$ cat src/sv/lpam_pkg.sv
package lpam_pkg;

    // Width of the payload ports on both channels
    localparam int unsigned FIELD_WIDTH = 32;

    // Answer when no odd prime exists at or below the limit
    localparam int unsigned NO_PRIME = 1;

    // Trial divisors start here; odd candidates never have an even factor
    localparam int unsigned FIRST_DIVISOR = 3;

    // Controller states
    typedef enum logic [2:0] {
        ST_IDLE,
        ST_SETUP,
        ST_TEST,
        ST_DIV,
        ST_FINISH
    } lpam_state_t;

    // Controller to datapath commands
    typedef struct packed {
        logic load;        // capture limit, form first candidate
        logic cand_step;   // candidate -= 2
        logic div_init;    // divisor = 3, square = 9
        logic div_start;   // launch remainder unit
        logic div_step;    // divisor += 2, square updated
        logic out_load;    // candidate into output register
    } lpam_cmd_t;

    // Datapath to controller status
    typedef struct packed {
        logic cand_lt3;    // candidate below three: search exhausted
        logic sq_gt_cand;  // divisor squared above candidate: prime
        logic div_busy;    // remainder unit running
        logic rem_zero;    // last remainder was zero: composite
        logic out_free;    // output register can take a new beat
    } lpam_status_t;

endpackage

$ cat src/sv/lpam_div.sv
module lpam_div #(
    parameter int unsigned VALUE_WIDTH = 32,
    parameter int unsigned DIV_WIDTH   = 18
) (
    input  logic                   aclk,
    input  logic                   aresetn,
    input  logic                   start,
    input  logic [VALUE_WIDTH-1:0] dividend,
    input  logic [DIV_WIDTH-1:0]   divisor,
    output logic                   busy,
    output logic                   rem_zero
);

    localparam int unsigned CW = $clog2(VALUE_WIDTH + 1);

    logic [VALUE_WIDTH-1:0] dividend_reg;
    logic [DIV_WIDTH-1:0]   divisor_reg;
    logic [DIV_WIDTH-1:0]   rem_reg;
    logic [CW-1:0]          cnt_reg;
    logic                   busy_reg;

    logic [DIV_WIDTH:0]     shifted;
    logic [DIV_WIDTH:0]     diff;
    logic                   fits;
    logic [DIV_WIDTH-1:0]   rem_next;

    // One restoring step: shift in next dividend bit, subtract if it fits
    always_comb begin
        shifted  = {rem_reg, dividend_reg[VALUE_WIDTH-1]};
        diff     = shifted - {1'b0, divisor_reg};
        fits     = (shifted >= {1'b0, divisor_reg});
        rem_next = fits ? diff[DIV_WIDTH-1:0] : shifted[DIV_WIDTH-1:0];
    end

    // Control: busy and bit counter
    always_ff @(posedge aclk) begin
        if (!aresetn) begin
            busy_reg <= 1'b0;
            cnt_reg  <= '0;
        end else if (start) begin
            busy_reg <= 1'b1;
            cnt_reg  <= CW'(VALUE_WIDTH);
        end else if (busy_reg) begin
            cnt_reg <= cnt_reg - CW'(1);
            if (cnt_reg == CW'(1)) begin
                busy_reg <= 1'b0;
            end
        end
    end

    // Operands and partial remainder
    always_ff @(posedge aclk) begin
        if (start) begin
            dividend_reg <= dividend;
            divisor_reg  <= divisor;
            rem_reg      <= '0;
        end else if (busy_reg) begin
            dividend_reg <= {dividend_reg[VALUE_WIDTH-2:0], 1'b0};
            rem_reg      <= rem_next;
        end
    end

    assign busy     = busy_reg;
    assign rem_zero = (rem_reg == '0);

    // Partial remainder always below the divisor while running
    a_rem_below_div: assert property (@(posedge aclk) disable iff (!aresetn)
        busy_reg |-> (rem_reg < divisor_reg))
        else $error("remainder not below divisor");

    // Never relaunched mid-division
    a_no_restart: assert property (@(posedge aclk) disable iff (!aresetn)
        start |-> !busy_reg)
        else $error("division restarted while busy");

endmodule

$ cat src/sv/lpam_datapath.sv
module lpam_datapath #(
    parameter int unsigned VALUE_WIDTH = 32
) (
    input  logic                               aclk,
    input  logic                               aresetn,
    input  lpam_pkg::lpam_cmd_t                cmd,
    output lpam_pkg::lpam_status_t             status,
    input  logic [lpam_pkg::FIELD_WIDTH-1:0]   s_upper_limit,
    output logic                               m_valid,
    input  logic                               m_ready,
    output logic [lpam_pkg::FIELD_WIDTH-1:0]   m_largest_prime
);

    // Divisor never passes 2^ceil(W/2)+2; its square stays below 2^(W+2)
    localparam int unsigned DW = (VALUE_WIDTH + 1) / 2 + 2;
    localparam int unsigned SW = VALUE_WIDTH + 3;

    logic [VALUE_WIDTH-1:0]           cand_reg;
    logic [DW-1:0]                    d_reg;
    logic [SW-1:0]                    sq_reg;
    logic [lpam_pkg::FIELD_WIDTH-1:0] result_reg;
    logic                             out_valid_reg;

    logic [VALUE_WIDTH-1:0]           limit;
    logic [VALUE_WIDTH-1:0]           cand_first;
    logic                             div_busy;
    logic                             rem_zero;

    // First candidate: limit itself if odd, one less if even, 1 if under three
    always_comb begin
        limit = s_upper_limit[VALUE_WIDTH-1:0];
        if (limit < VALUE_WIDTH'(3)) begin
            cand_first = VALUE_WIDTH'(lpam_pkg::NO_PRIME);
        end else if (limit[0]) begin
            cand_first = limit;
        end else begin
            cand_first = limit - VALUE_WIDTH'(1);
        end
    end

    // Candidate register; it doubles as the answer when it reaches 1
    always_ff @(posedge aclk) begin
        if (cmd.load) begin
            cand_reg <= cand_first;
        end else if (cmd.cand_step) begin
            cand_reg <= cand_reg - VALUE_WIDTH'(2);
        end
    end

    // Divisor and its square, (d+2)^2 = d^2 + 4d + 4
    always_ff @(posedge aclk) begin
        if (cmd.div_init) begin
            d_reg  <= DW'(lpam_pkg::FIRST_DIVISOR);
            sq_reg <= SW'(lpam_pkg::FIRST_DIVISOR * lpam_pkg::FIRST_DIVISOR);
        end else if (cmd.div_step) begin
            d_reg  <= d_reg + DW'(2);
            sq_reg <= sq_reg + (SW'(d_reg) << 2) + SW'(4);
        end
    end

    // Remainder unit: cand % d, one quotient bit per cycle
    lpam_div #(
        .VALUE_WIDTH (VALUE_WIDTH),
        .DIV_WIDTH   (DW)
    ) u_div (
        .aclk     (aclk),
        .aresetn  (aresetn),
        .start    (cmd.div_start),
        .dividend (cand_reg),
        .divisor  (d_reg),
        .busy     (div_busy),
        .rem_zero (rem_zero)
    );

    // Output register
    always_ff @(posedge aclk) begin
        if (!aresetn) begin
            out_valid_reg <= 1'b0;
        end else if (cmd.out_load) begin
            out_valid_reg <= 1'b1;
        end else if (m_ready) begin
            out_valid_reg <= 1'b0;
        end
    end

    always_ff @(posedge aclk) begin
        if (cmd.out_load) begin
            result_reg <= lpam_pkg::FIELD_WIDTH'(cand_reg);
        end
    end

    assign m_valid         = out_valid_reg;
    assign m_largest_prime = result_reg;

    always_comb begin
        status.cand_lt3   = (cand_reg < VALUE_WIDTH'(3));
        status.sq_gt_cand = (sq_reg > SW'(cand_reg));
        status.div_busy   = div_busy;
        status.rem_zero   = rem_zero;
        status.out_free   = !out_valid_reg || m_ready;
    end

    // Every answer is odd: an odd prime or 1
    a_result_odd: assert property (@(posedge aclk) disable iff (!aresetn)
        out_valid_reg |-> result_reg[0])
        else $error("even result presented");

    // A pending beat is never overwritten
    a_no_overwrite: assert property (@(posedge aclk) disable iff (!aresetn)
        cmd.out_load |-> (!out_valid_reg || m_ready))
        else $error("output beat overwritten");

endmodule

$ cat src/sv/lpam_ctrl.sv
module lpam_ctrl (
    input  logic                   aclk,
    input  logic                   aresetn,
    input  logic                   s_valid,
    output logic                   s_ready,
    output lpam_pkg::lpam_cmd_t    cmd,
    input  lpam_pkg::lpam_status_t status
);

    lpam_pkg::lpam_state_t state_reg;
    lpam_pkg::lpam_state_t state_next;

    always_ff @(posedge aclk) begin
        if (!aresetn) begin
            state_reg <= lpam_pkg::ST_IDLE;
        end else begin
            state_reg <= state_next;
        end
    end

    // Next state
    always_comb begin
        state_next = state_reg;
        case (state_reg)
            lpam_pkg::ST_IDLE: begin
                if (s_valid) state_next = lpam_pkg::ST_SETUP;
            end
            lpam_pkg::ST_SETUP: begin
                state_next = status.cand_lt3 ? lpam_pkg::ST_FINISH : lpam_pkg::ST_TEST;
            end
            lpam_pkg::ST_TEST: begin
                state_next = status.sq_gt_cand ? lpam_pkg::ST_FINISH : lpam_pkg::ST_DIV;
            end
            lpam_pkg::ST_DIV: begin
                if (!status.div_busy) begin
                    state_next = status.rem_zero ? lpam_pkg::ST_SETUP : lpam_pkg::ST_TEST;
                end
            end
            lpam_pkg::ST_FINISH: begin
                if (status.out_free) state_next = lpam_pkg::ST_IDLE;
            end
            default: state_next = lpam_pkg::ST_IDLE;
        endcase
    end

    // Outputs
    always_comb begin
        cmd     = '0;
        s_ready = 1'b0;
        case (state_reg)
            lpam_pkg::ST_IDLE: begin
                s_ready  = 1'b1;
                cmd.load = s_valid;
            end
            lpam_pkg::ST_SETUP: begin
                cmd.div_init = !status.cand_lt3;
            end
            lpam_pkg::ST_TEST: begin
                cmd.div_start = !status.sq_gt_cand;
            end
            lpam_pkg::ST_DIV: begin
                if (!status.div_busy) begin
                    cmd.cand_step = status.rem_zero;
                    cmd.div_step  = !status.rem_zero;
                end
            end
            lpam_pkg::ST_FINISH: begin
                cmd.out_load = status.out_free;
            end
            default: begin
                cmd = '0;
            end
        endcase
    end

    // Once a division is launched, the controller is in the division state and the remainder unit is running
    a_div_follows_start: assert property (@(posedge aclk) disable iff (!aresetn)
        cmd.div_start |=> (state_reg == lpam_pkg::ST_DIV) && status.div_busy)
        else $error("division not running after launch");

endmodule

$ cat src/sv/largest_prime_at_most_core.sv
// Channel  Ports                                  Dir  Payload
// -------  -------------------------------------  ---  ------------------------
// input    s_valid, s_ready, s_upper_limit        in   32-bit limit, unsigned
// result   m_valid, m_ready, m_largest_prime      out  32-bit odd prime or 1
//
// One item at a time: the idle state accepts a limit, then each odd candidate passes
// the setup state and, per trial divisor d = 3, 5, ... with d*d <= candidate, the test
// state and the division state (shift-subtract steps, decision); the prime found takes
// a last test, then the finish state loads the output.
// aresetn is synchronous, active low; clears controller, divider busy and m_valid.
// A stalled result beat holds the finish state; next limit taken once it is loaded.
module largest_prime_at_most_core #(
    parameter int unsigned VALUE_WIDTH = 32
) (
    input  logic                             aclk,
    input  logic                             aresetn,
    input  logic                             s_valid,
    output logic                             s_ready,
    input  logic [lpam_pkg::FIELD_WIDTH-1:0] s_upper_limit,
    output logic                             m_valid,
    input  logic                             m_ready,
    output logic [lpam_pkg::FIELD_WIDTH-1:0] m_largest_prime
);

    lpam_pkg::lpam_cmd_t    cmd;
    lpam_pkg::lpam_status_t status;

    lpam_ctrl u_ctrl (
        .aclk    (aclk),
        .aresetn (aresetn),
        .s_valid (s_valid),
        .s_ready (s_ready),
        .cmd     (cmd),
        .status  (status)
    );

    lpam_datapath #(
        .VALUE_WIDTH (VALUE_WIDTH)
    ) u_datapath (
        .aclk            (aclk),
        .aresetn         (aresetn),
        .cmd             (cmd),
        .status          (status),
        .s_upper_limit   (s_upper_limit),
        .m_valid         (m_valid),
        .m_ready         (m_ready),
        .m_largest_prime (m_largest_prime)
    );

endmodule

$ cat config.mk
export PLATFORM = sky130hd
export DESIGN_NAME = largest_prime_at_most_core
export DESIGN_NICKNAME = d
export VERILOG_FILES = /design/src/sv/lpam_pkg.sv /design/src/sv/lpam_div.sv /design/src/sv/lpam_datapath.sv /design/src/sv/lpam_ctrl.sv /design/src/sv/largest_prime_at_most_core.sv
export SDC_FILE = /design/constraint.sdc
export NUM_CORES = 1
export LEC_CHECK = 0
export BUFFER_PORTS_ARGS = -buffer_cell sky130_fd_sc_hd__buf_2
export CAP_MARGIN = 20
export CORE_MARGIN = 3
export CORE_UTILIZATION = 45
export CTS_BUF_LIST = sky130_fd_sc_hd__clkbuf_8
export DETAILED_ROUTE_END_ITERATION = 6
export PLACE_DENSITY = 0.65
export SLEW_MARGIN = 20
export SYNTH_ARGS = -nofsm -noshare
export SYNTH_HDL_FRONTEND = slang
export SYNTH_SLANG_ARGS = --single-unit
$ cat constraint.sdc
create_clock -name aclk -period 5.2 [get_ports aclk]
set_input_delay 0.52 -clock aclk [delete_from_list [all_inputs] [get_ports aclk]]
set_output_delay 0.52 -clock aclk [all_outputs]
set_load 0.05 [all_outputs]
### Word-level counts from Yosys, hierarchy flattened

Cells that the tools add are included.

| storage, ports and cells | value |
|---|---|
| register bits | 196 |
| input port bits | 36 |

| cells by class | value |
|---|---|
| magnitude comparators | 4 |
| multiplexer cells | 30 |
| reduce and logical (&&, ||, !) cells | 12 |
| add/subtract/negate cells | 7 |
| equal/unequal tests | 8 |
| bitwise logic cells | 1 |

Operators by type and width:

| kind | number |
|---|---|
| 32-bit 2-to-1 mux | 6 |
| 32-bit by 2-bit < comparator with 1-bit output (second input constant) | 2 |
| 35-bit by 20-bit adder with 35-bit output | 1 |
| 35-bit by 3-bit adder with 35-bit output (second input constant) | 1 |
| 35-bit by 32-bit greater-than comparator with 1-bit output | 1 |
| 32-bit by 1-bit subtractor with 32-bit output (second input constant) | 1 |
| 32-bit by 2-bit subtractor with 32-bit output (second input constant) | 1 |
| 19-bit by 18-bit >= comparator with 1-bit output | 1 |
| 18-bit by 2-bit adder with 18-bit output (second input constant) | 1 |
| 18-bit logical NOT | 1 |
| 18-bit 2-to-1 mux | 1 |
| 18-bit subtractor | 1 |
| 3-bit 2-to-1 mux | 5 |
| 3-bit one-hot mux with 5 select lines | 1 |
| 1-bit 2-to-1 mux | 14 |
| 6-bit 2-to-1 mux | 2 |
| 3-bit by 2-bit equality test with 1-bit output (second input constant) | 2 |
| 6-bit by 1-bit equality test with 1-bit output (second input constant) | 1 |
| 2-bit nonzero test | 3 |
| 6-bit by 1-bit subtractor with 6-bit output (second input constant) | 1 |
| 1-bit logical NOT | 4 |
| 2-bit inequality test (second input constant) | 2 |
| 3-bit by 1-bit equality test with 1-bit output (second input constant) | 1 |
| 3-bit equality test (second input constant) | 1 |
| other kinds (7) | 7 |

### Longest topological paths before layout

| depth | value |
|---|---|
| depth after elaboration | 5 |
| gate-level depth with buffers | 12 |
| gate-level depth less buffers | 12 |

### Modules after synthesis

Synthesis repeated with hierarchy kept, for this count alone.

| unflattened totals | value |
|---|---|
| cells, all modules | 1157 |
| area total of the unflattened synthesis | 11668.7 sq um |

By module, submodules not included:

| module | area each (sq um) | cells an instance | seq. area each (sq um) | times used |
|---|---|---|---|---|
| lpam_datapath | 7344.5 | 756 | 2922.8 | 1 |
| lpam_div | 4057.6 | 369 | 2001.9 | 1 |
| lpam_ctrl | 266.5 | 32 | 60.1 | 1 |

### Least setup slack after synthesis

No wires, ideal clock.

| timing | value |
|---|---|
| path kind | register -> register |
| start point | register u_datapath.u_div.rem_reg[0] |
| end point | register u_datapath.cand_reg[10], enable pin |
| arrival time | 3.441 ns |
| library setup time | 0.466 ns |
| stages on the path, launching flop included | 5 |
| period minus slack after synthesis | 3.907 ns |
| path slack | 1.293 ns |
| path through | dfxtp_1 -> nor4_1 -> nand3_1 -> or2_2 -> o31ai_1 |

| on the way | value |
|---|---|
| longest elaborated chain between the ends | 4 |

Ends and longest elaborated chain:

| item | RTL line | RTL |
|---|---|---|
| start, declared | lpam_div.sv:18 | `logic [DIV_WIDTH-1:0] rem_reg;` |
| start signal, assigned | lpam_div.sv:59 | `rem_reg <= rem_next;` |
| 18-bit logical NOT | lpam_div.sv:64 | `assign rem_zero = (rem_reg == '0);` |
| 1-bit 2-to-1 mux | lpam_ctrl.sv:62 | `if (!status.div_busy) begin` |
| 1-bit 2-to-1 mux | lpam_ctrl.sv:50 | `case (state_reg)` |
| 2-bit nonzero test (no line) | - |  |
| end signal, assigned | lpam_datapath.sv:44 | `cand_reg <= cand_first;` |
| end signal, assigned | lpam_datapath.sv:46 | `cand_reg <= cand_reg - VALUE_WIDTH'(2);` |
| end, declared | lpam_datapath.sv:18 | `logic [VALUE_WIDTH-1:0] cand_reg;` |

No other way between the ends.
A chain may end at the register's enable or synchronous reset.

### Final worst setup path

| timing | value |
|---|---|
| start point | register u_datapath.cand_reg[24] |
| end point | register u_datapath.u_div.dividend_reg[21] (data pin) |

| on the way | value |
|---|---|
| longest elaborated chain between the ends | 4 |

Ends and longest elaborated chain:

| item | RTL line | RTL |
|---|---|---|
| 35-bit by 32-bit greater-than comparator with 1-bit output | lpam_datapath.sv:97 | `status.sq_gt_cand = (sq_reg > SW'(cand_reg));` |
| 1-bit logical NOT | lpam_ctrl.sv:59 | `cmd.div_start = !status.sq_gt_cand;` |
| 1-bit 2-to-1 mux | lpam_ctrl.sv:50 |  |
| 32-bit 2-to-1 mux | lpam_div.sv:53 | `if (start) begin` |
| end signal, assigned | lpam_div.sv:54 | `dividend_reg <= dividend;` |
| end signal, assigned | lpam_div.sv:58 | `dividend_reg <= {dividend_reg[VALUE_WIDTH-2:0], 1'b0};` |
| end, declared | lpam_div.sv:16 | `logic [VALUE_WIDTH-1:0] dividend_reg;` |

No other way between the ends.

==> results.yml <==
timing:
  grt_setup_unrepaired: "false"
  period_share_pct: 72.8
  finalWorstSetupSlack_ps: 1410
  max_freq_mhz: 264
  tns_ps: 0
  period_minus_slack_ps: 3790
  tightest_slew_ps: 1000
  fin_skew_ps: 25.1
  setup_viol: 0
  slew_headroom_pct: 33.2
  slew_violations: 0
  hold_viol: 0
run:
  maxCapViolCount: 0
placement:
  numPortBuffers: 69
  dp_hpwl_um: 20000
  place_congestion: 0.886
  post-place-ws_ps: 1480
synth:
  synthCells: 1132
  synth_edf_count: 113
  syn_nets: 1257
  yosysSeqAreaShare_pct: 43.7
  yosysWarnings: 0
  ys_async_sr_fraction_pct: 0
  synth_seq_cells: 191
  synth_area_sq_um: 11300
  synth_area_per_cell_sq_um: 10.0
  synth_flop_cell: "edfxtp_1"
  synth.distinct_cells: 75
clock_tree:
  htreeDepth: 4
  numCtsBuffers: 17
  cts_setup_buffers: 0
  holdBufCountCts: 0
  clock_path_buffers: 2
  clock_latency_ps: 480
  post_cts_resize_count: 0
  cts_tree: "done"
  cts_sinks: 191
  cts.clk_slew.worst_paths_ps: 130
  root_buffer: "clkbuf_8"
worst_setup_path:
  critPathBufInv: 2
  crit_arrival_ps: 4020
  worstPathRequired_ps: 5430
  max_stage_delay_ps: 850
  crit_slowest_cell: "o21a_1"
  crit_path_max_fanout: 22
  path_cells: "inv_1 > ha_1 > nand4_1 > nor3_1 > nand3_1 > o32ai_1 > o21a_1 > buf_4 > mux2_1"
  cp_top_family: "compound AO/OA/AOI/OAI gates"
  path_class: "reg -> reg"
  cp-end-kind: "flop"
  cp-start-kind: "flop"
cells_and_area:
  fin_nets: 1321
  syn_to_final_growth_pct: 9.56
  multiInputGateArea_sq_um: 5970
  area.sequential_sq_um: 4950
  fill_cells: 2296
  mostFrequentLayoutCells: "edfxtp_1, nor2_1, ha_1"
  final_layout_size_suffix_gt1_share_pct: 13.4
  mostFrequentLayoutCell: "edfxtp_1"
  diodes: 0
floorplanning:
  core_region_area_sq_um: 24500
  start_util_pct: 46.3
  ios: 70
  die_w_um: 165
  die_area_sq_um: 27200
  num_rows: 57
  die_h_um: 165
pwr:
  power_switching_mw: 1.56
  internal_power_mw: 2.72
  clkPwrFrac_pct: 24.0
  swShare_pct: 36.4
  pwr_density_cell_nw_per_um2: 344
  ir_worst_vdd_uv: 179
  p_seq_share_pct: 45.4
  combPwrFrac_pct: 30.6
  leakagePower_nw: 4.83
outcome:
  outcome: "finished clean"
detailed_routing:
  drc: 0
  vias: 8771
  drt-total-wl_um: 26900
  wl_per_cell_um: 17.5
  via_per_inst: 5.72
  drtAntennaViolNets: 0
  firstDrtPassIters: 5
  first_iter_violations: 751
grt:
  grt_pass1_wl_um: 43000
  track_usage_pct: 20.0
  antenna_found_initial: 0
  grt_pass1_vias: 8275
  grt.overflow.total: 0
  grt_max_degree: 48
hold_path:
  hp-class: "in -> reg"
## area by class of cell
| cell class | instances | share of cell area, % |
|---|---|---|
| clock buffers | 17 | 1.88 |
| clock inverters | 15 | 1.46 |
| inverters | 69 | 2.08 |
| multi-input cells | 837 | 48.0 |
| flip-flops and latches | 191 | 39.9 |
| well taps | 324 | 3.26 |
| repair buffers | 80 | 3.44 |
## tightest hold or removal path, cell delays in order
cell	delay [ps]
buf_2	110
nand2_2	110
nor2_1	60
## metal layers
| metal | part of all wire (%) | GRT usage [%] | vias up |
|---|---|---|---|
| li1 | - | - | 4324 |
| met1 | 48 | 28.8 | 4179 |
| met3 | 6.4 | 4.36 | 29 |
| met5 | 0 | 0 | - |
| met2 | 44 | 30.7 | 239 |
| met4 | 1.3 | 4.69 | 0 |
## power by group through the flow
| stage | Sequential [mW] | Combinational, mW | Clock, mW |
|---|---|---|---|
| 2_1_floorplan | 1.91 | 1.07 | 0 |
| 3_3_place_gp | 1.97 | 1.27 | 0 |
| 3_5_place_dp | 1.97 | 1.30 | 0 |
| 4_1_cts | 1.94 | 1.30 | 1.04 |
| 5_1_grt | 1.96 | 1.47 | 1.10 |
| 6_report | 1.94 | 1.31 | 1.03 |
## synth_stat cells (14+ instances only)
library cell	instances	area, sq um
clkbuf_1	22	82.6
mux2_2	14	158
edfxtp_1	113	3390
ha_1	87	1090
nor4_1	20	125
a21oi_1	65	325
nor3_1	35	175
nand2_1	80	300
dfxtp_1	78	1560
xor2_1	27	236
nand4_1	26	163
nand3_1	33	165
a211oi_1	24	180
inv_1	69	259
xnor2_1	69	604
mux2_1	17	191
o21ai_0	26	130
nor2_1	89	334
o22ai_1	33	206
or3_1	17	106
## per-stage QoR
stage          util, %  hold WS, ps  power, mW  cell area (sq um)  instances
3_3_place_gp      49.0          478       3.25              12000       1501
5_1_grt           50.7          338       4.53              12400       1533
4_1_cts           50.7          329       4.29              12400       1533
6_report          50.7          349       4.28              12400       1533
3_5_place_dp      49.0          492       3.27              12000       1501
2_1_floorplan        -          442       2.98              11300       1132
## kinds of logic (layout without fill, tap and decap cells)
logic type	after synthesis	count (layout)	synth area share (%)
xor gates and xnor gates	96	96	7.41
adders and majority gates	89	89	9.94
AOI/OAI and AO/OA	238	238	13.8
DFF	191	191	43.7
buffers and inverters	104	181	3.92
and+or+nand+nor	370	370	17.0
muxes	44	44	4.22
## final timing paths
kind	from	cells past startpoint	slack (ps)	endpoint
max	u_datapath.cand_reg[24]	9	1410	u_datapath.u_div.dividend_reg[21]
min	aresetn	3	350	u_datapath.u_div.cnt_reg[4]
max reg2reg	u_datapath.cand_reg[24]	9	1410	u_datapath.u_div.dividend_reg[21]
min reg2reg	u_datapath.u_div.cnt_reg[0]	2	510	u_datapath.u_div.cnt_reg[0]
Note: power is estimated with default switching activity, not from simulation.
